--- config.mk ---
export PLATFORM = sky130hd
export DESIGN_NAME = can_delayed_transmit_queue_top
export DESIGN_NICKNAME = d
export VERILOG_FILES = /design/src/hdl/cdtq_pkg.sv /design/src/hdl/cdtq_store.sv /design/src/hdl/can_delayed_transmit_queue_top.sv
export SDC_FILE = /design/constraint.sdc
export NUM_CORES = 2
export LEC_CHECK = 0
export BUFFER_PORTS_ARGS = -buffer_cell sky130_fd_sc_hd__buf_2
export CELL_PAD_IN_SITES_DETAIL_PLACEMENT = 0
export CELL_PAD_IN_SITES_GLOBAL_PLACEMENT = 2
export CORE_ASPECT_RATIO = 2
export CORE_MARGIN = 4
export CORE_UTILIZATION = 50
export DETAILED_ROUTE_END_ITERATION = 8
export PLACE_DENSITY_LB_ADDON = 0.1
export SETUP_SLACK_MARGIN = 0.1
export SLEW_MARGIN = 10
export SYNTH_ARGS = -nofsm -noshare
export SYNTH_HDL_FRONTEND = slang
export SYNTH_HIERARCHICAL = 1
export SYNTH_SLANG_ARGS = --single-unit
--- constraint.sdc ---
create_clock -name clock -period 21.7 [get_ports clock]
set_input_delay 4.34 -clock clock [delete_from_list [all_inputs] [get_ports clock]]
set_output_delay 4.34 -clock clock [all_outputs]
set_load 0.02 [all_outputs]
--- src/hdl/cdtq_pkg.sv ---
package cdtq_pkg;

   // Field widths of one CAN frame and its release delay.
   localparam int DELAY_W   = 32;
   localparam int EXT_ID_W  = 29;
   localparam int STD_ID_W  = 11;
   localparam int DLC_W     = 4;
   localparam int PAYLOAD_W = 64;
   localparam int BYTE_W    = 8;
   localparam int NUM_BYTES = PAYLOAD_W / BYTE_W;

   // Command codes carried by the cmd field of an item.
   localparam logic CMD_PUSH = 1'b0;
   localparam logic CMD_TICK = 1'b1;

   // One queue entry: the frame and the delay that gates its release.
   typedef struct packed {
      logic [DELAY_W-1:0]   delay;
      logic [EXT_ID_W-1:0]  ext_id;
      logic [STD_ID_W-1:0]  std_id;
      logic                 ide;
      logic                 rtr;
      logic [DLC_W-1:0]     dlc;
      logic [PAYLOAD_W-1:0] payload;
   } entry_type;

endpackage

--- src/hdl/cdtq_store.sv ---
module cdtq_store #(
   parameter int QUEUE_DEPTH = 16
) (
   input  logic                               clock,
   input  logic                               wr_en,
   input  logic [$clog2(QUEUE_DEPTH)-1:0]     wr_addr,
   input  cdtq_pkg::entry_type                wr_entry,
   input  logic [$clog2(QUEUE_DEPTH)-1:0]     rd_addr,
   output cdtq_pkg::entry_type                rd_entry
);
   import cdtq_pkg::*;

   entry_type mem [QUEUE_DEPTH];
   entry_type rd_entry_ff;

   // Write port.
   always_ff @(posedge clock) begin
      if (wr_en) begin
         mem[wr_addr] <= wr_entry;
      end
   end

   // Registered read port; a write to the address being read is forwarded so
   // the head copy never goes stale.
   always_ff @(posedge clock) begin
      if (wr_en && (wr_addr == rd_addr)) begin
         rd_entry_ff <= wr_entry;
      end else begin
         rd_entry_ff <= mem[rd_addr];
      end
   end

   assign rd_entry = rd_entry_ff;

endmodule

--- src/hdl/can_delayed_transmit_queue_top.sv ---
// Channel   Direction  Handshake             Payload
// req_      in         req_valid/req_stall   cmd, delay_ticks, frame fields
// rsp_      out        rsp_valid/rsp_stall   released, dropped, frame fields
//
// One item is accepted per cycle while req_stall is low; each item yields one
// result, passing through the input register, then the result register.
// The pace is set by the head entry register, which the memory read port
// reloads every cycle with forwarding from the write port.
// Reset clears pointers, count, timer and valid flags; the frame memory is
// not cleared. A stalled result holds the input register, and req_stall rises.
module can_delayed_transmit_queue_top #(
   parameter int QUEUE_DEPTH = 16
) (
   input  logic                                clock,
   input  logic                                reset,
   input  logic                                req_valid,
   output logic                                req_stall,
   input  logic                                req_cmd,
   input  logic [cdtq_pkg::DELAY_W-1:0]        req_delay_ticks,
   input  logic [cdtq_pkg::EXT_ID_W-1:0]       req_ext_id,
   input  logic [cdtq_pkg::STD_ID_W-1:0]       req_std_id,
   input  logic                                req_ide,
   input  logic                                req_rtr,
   input  logic [cdtq_pkg::DLC_W-1:0]          req_dlc,
   input  logic [cdtq_pkg::PAYLOAD_W-1:0]      req_payload,
   output logic                                rsp_valid,
   input  logic                                rsp_stall,
   output logic                                rsp_released,
   output logic                                rsp_dropped,
   output logic [cdtq_pkg::EXT_ID_W-1:0]       rsp_out_ext_id,
   output logic [cdtq_pkg::STD_ID_W-1:0]       rsp_out_std_id,
   output logic                                rsp_out_ide,
   output logic                                rsp_out_rtr,
   output logic [cdtq_pkg::DLC_W-1:0]          rsp_out_dlc,
   output logic [cdtq_pkg::PAYLOAD_W-1:0]      rsp_out_payload
);
   import cdtq_pkg::*;

   localparam int IDX_W = $clog2(QUEUE_DEPTH);
   localparam int CNT_W = $clog2(QUEUE_DEPTH + 1);
   localparam logic [IDX_W-1:0] LAST_IDX = IDX_W'(QUEUE_DEPTH - 1);
   localparam logic [CNT_W-1:0] FULL_CNT = CNT_W'(QUEUE_DEPTH);

   // Input register.
   logic      in_valid_ff, in_valid_in;
   logic      in_cmd_ff;
   entry_type in_entry_ff;

   // Queue state.
   logic [IDX_W-1:0]   wr_idx_ff, wr_idx_in;
   logic [IDX_W-1:0]   rd_idx_ff, rd_idx_in;
   logic [CNT_W-1:0]   count_ff, count_in;
   logic [DELAY_W-1:0] elapsed_ff, elapsed_in;

   // Result register.
   logic                 out_valid_ff, out_valid_in;
   logic                 out_released_ff, out_released_in;
   logic                 out_dropped_ff, out_dropped_in;
   entry_type            out_entry_ff, out_entry_in;

   logic                 advance;
   logic                 accept;
   logic                 push_ok;
   logic                 release_now;
   logic [DELAY_W-1:0]   elapsed_inc;
   logic [PAYLOAD_W-1:0] masked_payload;
   entry_type            push_entry;
   entry_type            head_entry;

   // Handshake: the stored item moves on when the result register is free.
   assign advance   = in_valid_ff && (!out_valid_ff || !rsp_stall);
   assign req_stall = in_valid_ff && !advance;
   assign accept    = req_valid && !req_stall;

   // Bytes at positions of dlc or above are cleared before storage.
   always_comb begin
      masked_payload = req_payload;
      for (int i = 0; i < NUM_BYTES; i++) begin
         if (!(DLC_W'(i) < req_dlc)) begin
            masked_payload[i*BYTE_W +: BYTE_W] = '0;
         end
      end
   end

   // Input register capture.
   assign in_valid_in = accept || (in_valid_ff && !advance);

   always_ff @(posedge clock) begin
      if (reset) begin
         in_valid_ff <= 1'b0;
      end else begin
         in_valid_ff <= in_valid_in;
      end
   end

   always_ff @(posedge clock) begin
      if (accept) begin
         in_cmd_ff           <= req_cmd;
         in_entry_ff.delay   <= req_delay_ticks;
         in_entry_ff.ext_id  <= req_ext_id;
         in_entry_ff.std_id  <= req_std_id;
         in_entry_ff.ide     <= req_ide;
         in_entry_ff.rtr     <= req_rtr;
         in_entry_ff.dlc     <= req_dlc;
         in_entry_ff.payload <= masked_payload;
      end
   end

   assign push_entry = in_entry_ff;

   // Push and release decisions for the item in the input register.
   assign elapsed_inc = (elapsed_ff == '1) ? elapsed_ff : elapsed_ff + 1'b1;
   assign push_ok     = advance && (in_cmd_ff == CMD_PUSH) && (count_ff != FULL_CNT);
   assign release_now = advance && (in_cmd_ff == CMD_TICK) && (count_ff != '0)
                        && (elapsed_inc >= head_entry.delay);

   // Next queue state.
   always_comb begin
      wr_idx_in  = wr_idx_ff;
      rd_idx_in  = rd_idx_ff;
      count_in   = count_ff;
      elapsed_in = elapsed_ff;
      if (push_ok) begin
         wr_idx_in = (wr_idx_ff == LAST_IDX) ? '0 : wr_idx_ff + 1'b1;
         count_in  = count_ff + 1'b1;
         if (count_ff == '0) begin
            elapsed_in = '0;
         end
      end else if (advance && (in_cmd_ff == CMD_TICK)) begin
         elapsed_in = elapsed_inc;
         if (release_now) begin
            elapsed_in = '0;
            rd_idx_in  = (rd_idx_ff == LAST_IDX) ? '0 : rd_idx_ff + 1'b1;
            count_in   = count_ff - 1'b1;
         end
      end
   end

   always_ff @(posedge clock) begin
      if (reset) begin
         wr_idx_ff  <= '0;
         rd_idx_ff  <= '0;
         count_ff   <= '0;
         elapsed_ff <= '0;
      end else begin
         wr_idx_ff  <= wr_idx_in;
         rd_idx_ff  <= rd_idx_in;
         count_ff   <= count_in;
         elapsed_ff <= elapsed_in;
      end
   end

   // Frame memory; its read port always follows the next head index.
   cdtq_store #(
      .QUEUE_DEPTH (QUEUE_DEPTH)
   ) u_store (
      .clock    (clock),
      .wr_en    (push_ok),
      .wr_addr  (wr_idx_ff),
      .wr_entry (push_entry),
      .rd_addr  (rd_idx_in),
      .rd_entry (head_entry)
   );

   // Result register contents.
   always_comb begin
      out_valid_in    = in_valid_ff || (out_valid_ff && rsp_stall);
      out_released_in = release_now;
      out_dropped_in  = advance && (in_cmd_ff == CMD_PUSH) && (count_ff == FULL_CNT);
      out_entry_in    = '0;
      if (release_now) begin
         out_entry_in = head_entry;
      end
   end

   always_ff @(posedge clock) begin
      if (reset) begin
         out_valid_ff <= 1'b0;
      end else begin
         out_valid_ff <= out_valid_in;
      end
   end

   always_ff @(posedge clock) begin
      if (advance) begin
         out_released_ff <= out_released_in;
         out_dropped_ff  <= out_dropped_in;
         out_entry_ff    <= out_entry_in;
      end
   end

   assign rsp_valid       = out_valid_ff;
   assign rsp_released    = out_released_ff;
   assign rsp_dropped     = out_dropped_ff;
   assign rsp_out_ext_id  = out_entry_ff.ext_id;
   assign rsp_out_std_id  = out_entry_ff.std_id;
   assign rsp_out_ide     = out_entry_ff.ide;
   assign rsp_out_rtr     = out_entry_ff.rtr;
   assign rsp_out_dlc     = out_entry_ff.dlc;
   assign rsp_out_payload = out_entry_ff.payload;

endmodule
## Word level (Yosys, flattened, before mapping)

Memories as Yosys holds them, arrays and structs flattened. A register that Yosys moved wholly into a read port is not among the register bits.
Cells that the tools add are included.

- Bits in registers: 302
- Latch bits: 0
- RAM bits: 2272
- Memory bits (read-only): 0
- Input port bits: 147
- Output and inout port bits: 114
- Logic and storage cells: 89
- Memories kept: 1

Memories:

| memory | depth | width | read ports | clocked after memory_dff | write ports | RTL line | text |
|---|---|---|---|---|---|---|---|
| u_store.mem | 16 | 142 | 1 | 1 | 1 | cdtq_store.sv:13 | `entry_type mem [QUEUE_DEPTH];` |

- Add/subtract/negate cells: 5
- $mul: 0
- Divide/modulo/power cells: 0
- $lt $le $gt $ge: 9
- Equal/unequal tests: 6
- Shifts and indexed selects: 0
- Muxes and demuxes: 15
- Bitwise gates (word level): 1
- Reductions and logical operators: 23

Operator list:

| kind | count |
|---|---|
| $mux W32 | 5 |
| $add A32 B1 Y32 const B | 1 |
| $eq A32 B32 Y1 const B | 1 |
| $ge A32 B32 Y1 | 1 |
| $mux W4 | 5 |
| $lt A3 B4 Y1 const A | 4 |
| $mux W5 | 3 |
| $logic_and A1 B1 Y1 | 10 |
| $add A4 B1 Y4 const B | 2 |
| $eq A4 B4 Y1 const B | 2 |
| $lt A1 B4 Y1 const A | 2 |
| $lt A2 B4 Y1 const A | 2 |
| $add A5 B1 Y5 const B | 1 |
| $eq A5 B5 Y1 const B | 1 |
| $logic_not A5 Y1 | 1 |
| $ne A5 B5 Y1 const B | 1 |
| $reduce_bool A5 Y1 | 1 |
| $sub A5 B1 Y5 const B | 1 |
| $logic_not A1 Y1 | 4 |
| $reduce_and A2 Y1 | 2 |
| $reduce_bool A2 Y1 | 2 |
| $logic_or A1 B1 Y1 | 3 |
| $mux W1 | 2 |
| $ne A2 B2 Y1 const B | 1 |
| $not A1 Y1 | 1 |

## Longest topological paths before layout

- Word-level depth: 9
- Depth in mapped cells: 19
- Gate-level depth less buffers: 16

## Cells and area by module

Netlist, hierarchy kept.

By module, submodules not included:

| module | instances | cells each | area an instance (um2) | sequential area each (um2) |
|---|---|---|---|---|
| cdtq_store | 1 | 3588 | 85484.5 | 68305.5 |
| can_delayed_transmit_queue_top | 1 | 870 | 12296.8 | 8598.2 |

## Least setup slack after synthesis

Ideal clock, no wire load.

- Path type: input-to-reg
- From: in rsp_stall
- To: mem u_store/mem[0][0] in the netlist's numbering, enable pin
- Setup time: 0.817 ns
- Arrival time: 17.443 ns
- Required time: 20.883 ns
- Slack: 3.440 ns
- Stages: 5
- Path through: a21boi_4 > nand3b_1 > inv_1 > or3b_2 > nor3_1

- Longest elaborated chain between the ends: 7

Ends and longest elaborated chain:

| item | RTL line | text |
|---|---|---|
| start, declared | can_delayed_transmit_queue_top.sv:27 | `input logic rsp_stall,` |
| $logic_not A1 Y1 | can_delayed_transmit_queue_top.sv:71 | `assign advance = in_valid_ff && (!out_valid_ff \|\| !rsp_stall);` |
| $logic_or A1 B1 Y1 | can_delayed_transmit_queue_top.sv:71 |  |
| $logic_and A1 B1 Y1 | can_delayed_transmit_queue_top.sv:71 |  |
| $logic_and A1 B1 Y1 (2 in series) | can_delayed_transmit_queue_top.sv:113 | `assign push_ok = advance && (in_cmd_ff == CMD_PUSH) && (count_ff != FULL_CNT);` |
| via push_ok | can_delayed_transmit_queue_top.sv:63 | `logic push_ok;` |
| $mux W1 | cdtq_store.sv:18 | `if (wr_en) begin` |
| $mux W1 (implied by the code) | cdtq_store.sv:19 | `mem[wr_addr] <= wr_entry;` |
| end, declared | cdtq_store.sv:13 |  |

The timed path passes the listed nets, and every way through them passes these cells.

## Final worst setup path

- From: in rsp_stall
- To: out req_stall

- Longest elaborated chain between the ends: 5

Ends and longest elaborated chain:

| item | RTL line | text |
|---|---|---|
| $logic_not A1 Y1 | can_delayed_transmit_queue_top.sv:71 |  |
| $logic_or A1 B1 Y1 | can_delayed_transmit_queue_top.sv:71 |  |
| $logic_and A1 B1 Y1 | can_delayed_transmit_queue_top.sv:71 |  |
| $logic_not A1 Y1 | can_delayed_transmit_queue_top.sv:72 | `assign req_stall = in_valid_ff && !advance;` |
| $logic_and A1 B1 Y1 | can_delayed_transmit_queue_top.sv:72 |  |
| end, declared | can_delayed_transmit_queue_top.sv:17 | `output logic req_stall,` |

Every way passes these cells.

==> flow_metrics.env <==
export IMPL_status="finished, final reports clean"
export IMPL_cts_hold_buf=0
export IMPL_cts_resized=0
export IMPL_pre_cts_ws_ps=11820
export IMPL_yosysTopAreaCell="edfxtp_1"
export IMPL_place_hpwl_um=137000
export IMPL_fin_cells=7546
export IMPL_final_setup_worst_slack_ps=12460
export IMPL_crit_path_start="rsp_stall"
export IMPL_final_cell_mix="edfxtp_1, mux4_2, buf_2, a22oi_1, clkbuf_16"
export IMPL_wl_per_cell_um=32.1
export IMPL_area_growth_pct=12.1
export IMPL_drt_iter0_markers=3726
export IMPL_grt_total_usage=0.239
export IMPL_r2r_end="rd_idx_ff[2]"
export IMPL_grt_pass1_wl_um=347000
export IMPL_cts_buffer_depth=4
export IMPL_rsz0062_at_grt="no"
export IMPL_gp_congestion=0.770
export IMPL_rr_worst_depth=17
export IMPL_initial_core_util=0.503
export IMPL_grt_ovfl_total=0
export IMPL_fp_row_count=229
export IMPL_hold_class="reg2reg"
export IMPL_clock_sinks=2578
export IMPL_finalSetupViolCount=0
export IMPL_fmax_ghz=0.108
export IMPL_multi_input_area_um2=19700
export IMPL_numCtsBuffers=225
export IMPL_vias=45800
export IMPL_final_setup_tns_ps=0
export IMPL_critPathCapture="req_stall"
export IMPL_drc_errors=0
export IMPL_num_io_pins=261
export IMPL_clk_pin_slew_ps=70
export IMPL_worstSetupPathType="in2out"
export IMPL_fin_nets=5007
export IMPL_reg2reg_slack_ps=13720
export IMPL_numPortBuffers=260
export IMPL_netlist_area_leader_share=0.776
export IMPL_root_buffer="clkbuf_16"
export IMPL_hold_viol=0
export IMPL_slew_viol_final=0
export IMPL_async_flop_share=0
export IMPL_start_kind="input pin"
export IMPL_hold_ws_ps=506
export IMPL_coreArea_um2=195000
export IMPL_synth_area_um2=97800
export IMPL_postCtsSetupRepairBufs=0
export IMPL_yosysSeqAreaShare=0.786
export IMPL_yosysUniqueCellTypes=68
export IMPL_placedCellCount=7135
export IMPL_fillers=14500
export IMPL_dieArea_um2=203000
export IMPL_crit_arrival_ps=4900
export IMPL_synth_seq_cells=2578
export IMPL_ff_latch_area_um2=76900
export IMPL_endpoint_kind="primary output"
export IMPL_yosys_top_cells_area="edfxtp_1, mux4_2, a22oi_1"
export IMPL_max_slew_margin=0.205
export IMPL_synth_net_count=4644
export IMPL_critPathRequiredTime_ps=17360
export IMPL_min_period_over_period=0.426
export IMPL_ctsHtreeMaxLevel=4
export IMPL_utilization=0.563
export IMPL_ys_warn_count=6
export IMPL_cp_max_fo=3
export IMPL_routed_wl_um=242000
export IMPL_via_per_inst=6.07
export IMPL_period_minus_slack_ps=9240
export IMPL_insertion_delay_ps=860
export IMPL_synth_top_flop_cell="edfxtp_1"
export IMPL_worst_pin_slew_ps=1190
export IMPL_synth_edf_count=2527
export IMPL_max_cap_viol_count=0
export IMPL_ir_drop_uv=59.6
export IMPL_final_common_cell="edfxtp_1"
export IMPL_power_density_nw_per_um2=89.3
export IMPL_cts_tree="built"
export IMPL_grt_pass1_vias=48200
export IMPL_drtPass1Iterations=5
export IMPL_die_w_um=321
export IMPL_leakage_nw=34.3
export IMPL_antenna_found_initial=18
export IMPL_grt_max_degree=129
export IMPL_drive_above_1_share=0.266
export IMPL_netlist_instances=4458
export IMPL_skew_ps=54.1
export IMPL_die_h_um=633
export IMPL_synth_area_per_cell_um2=21.9
export IMPL_postRouteAntennaNets=0
final cells by class:
cell class,instances,area share
multi-input cells,1617,0.180
inverters,39,0.00136
well taps,2541,0.0290
repair buffers,360,0.0203
flip-flops and latches,2578,0.702
clock inverters,137,0.0136
clock buffers,270,0.0535
diodes,4,0.0000914
routing by layer:
metal | part of all wire | GRT usage | vias up | routed length, µm
met1 | 0.38 | 0.300 | 24900 | 92000
met5 | 0.00022 | 0 | - | 54
met2 | 0.54 | 0.436 | 1331 | 131000
met4 | 0.033 | 0.0769 | 8 | 8080
met3 | 0.045 | 0.0276 | 351 | 11000
li1 | - | - | 19300 | -
how the worst min path moves through the flow:
| stage | start | end | slack (ps) | cells past startpoint |
|---|---|---|---|---|
| 5_1_grt | in_valid_ff | rsp_valid | 540 | 2 |
| 4_1_cts | rd_idx_ff[3] | flop | 500 | 2 |
| 6_report | elapsed_ff[17] | elapsed_ff[17] | 510 | 2 |
| 3_3_place_gp | in_valid_ff | rsp_valid | 480 | 2 |
| 2_1_floorplan | in_valid_ff | rsp_valid | 450 | 2 |
| 3_5_place_dp | rd_idx_ff[3] | flop | 490 | 2 |
power breakdown:
group	internal [mW]	total (mW)	switching [mW]
clock	2.31	4.06	1.75
combinational	0.0447	0.129	0.0841
sequential	5.52	5.60	0.0843
total	7.87	9.79	1.92
worst max-delay path, stage by stage:
cell	delay (ps)
buf_2	120
and3_1	240
buf_2	200
flip-flops by register name, summed over array words and instances, names as in the netlist, 4 cells and up, named ones only:
| signal | flops |
|---|---|
| rd_idx_ff | 4 |
| in_entry_ff | 142 |
| rsp_out_ext_id | 29 |
| count_ff | 5 |
| rsp_out_payload | 64 |
| rsp_out_std_id | 11 |
| wr_idx_ff | 4 |
| rsp_out_dlc | 4 |
| elapsed_ff | 32 |
| u_store/mem | 2272 |
logic make-up (layout without fill, tap and decap cells):
| family | count (synthesis) | in the layout | share of synthesized area |
|---|---|---|---|
| compound gates | 381 | 381 | 0.0290 |
| xor+xnor | 35 | 35 | 0.00313 |
| flops | 2578 | 2578 | 0.786 |
| simple gates | 525 | 525 | 0.0289 |
| buf+inv | 263 | 806 | 0.0136 |
| mux | 637 | 637 | 0.134 |
| other cells | 0 | 4 | 0 |
| fa+ha+maj | 39 | 39 | 0.00507 |
stage by stage:
step	power, mW	area [µm²]
floorplan	5.74	97800
global placement	5.84	102000
detailed placement	5.84	102000
CTS	9.89	110000
global route	10.1	110000
finish	9.79	110000
synthesized netlist by cell type (all sizes together) (38+ instances only):
| cell type | instances |
|---|---|
| mux2 | 78 |
| buf | 139 |
| clkbuf | 84 |
| and2 | 132 |
| inv | 39 |
| nor2b | 85 |
| dfxtp | 51 |
| a22oi | 239 |
| ha | 38 |
| edfxtp | 2527 |
| mux4 | 528 |
| nand2 | 149 |
(Power assumes the default switching activity.)
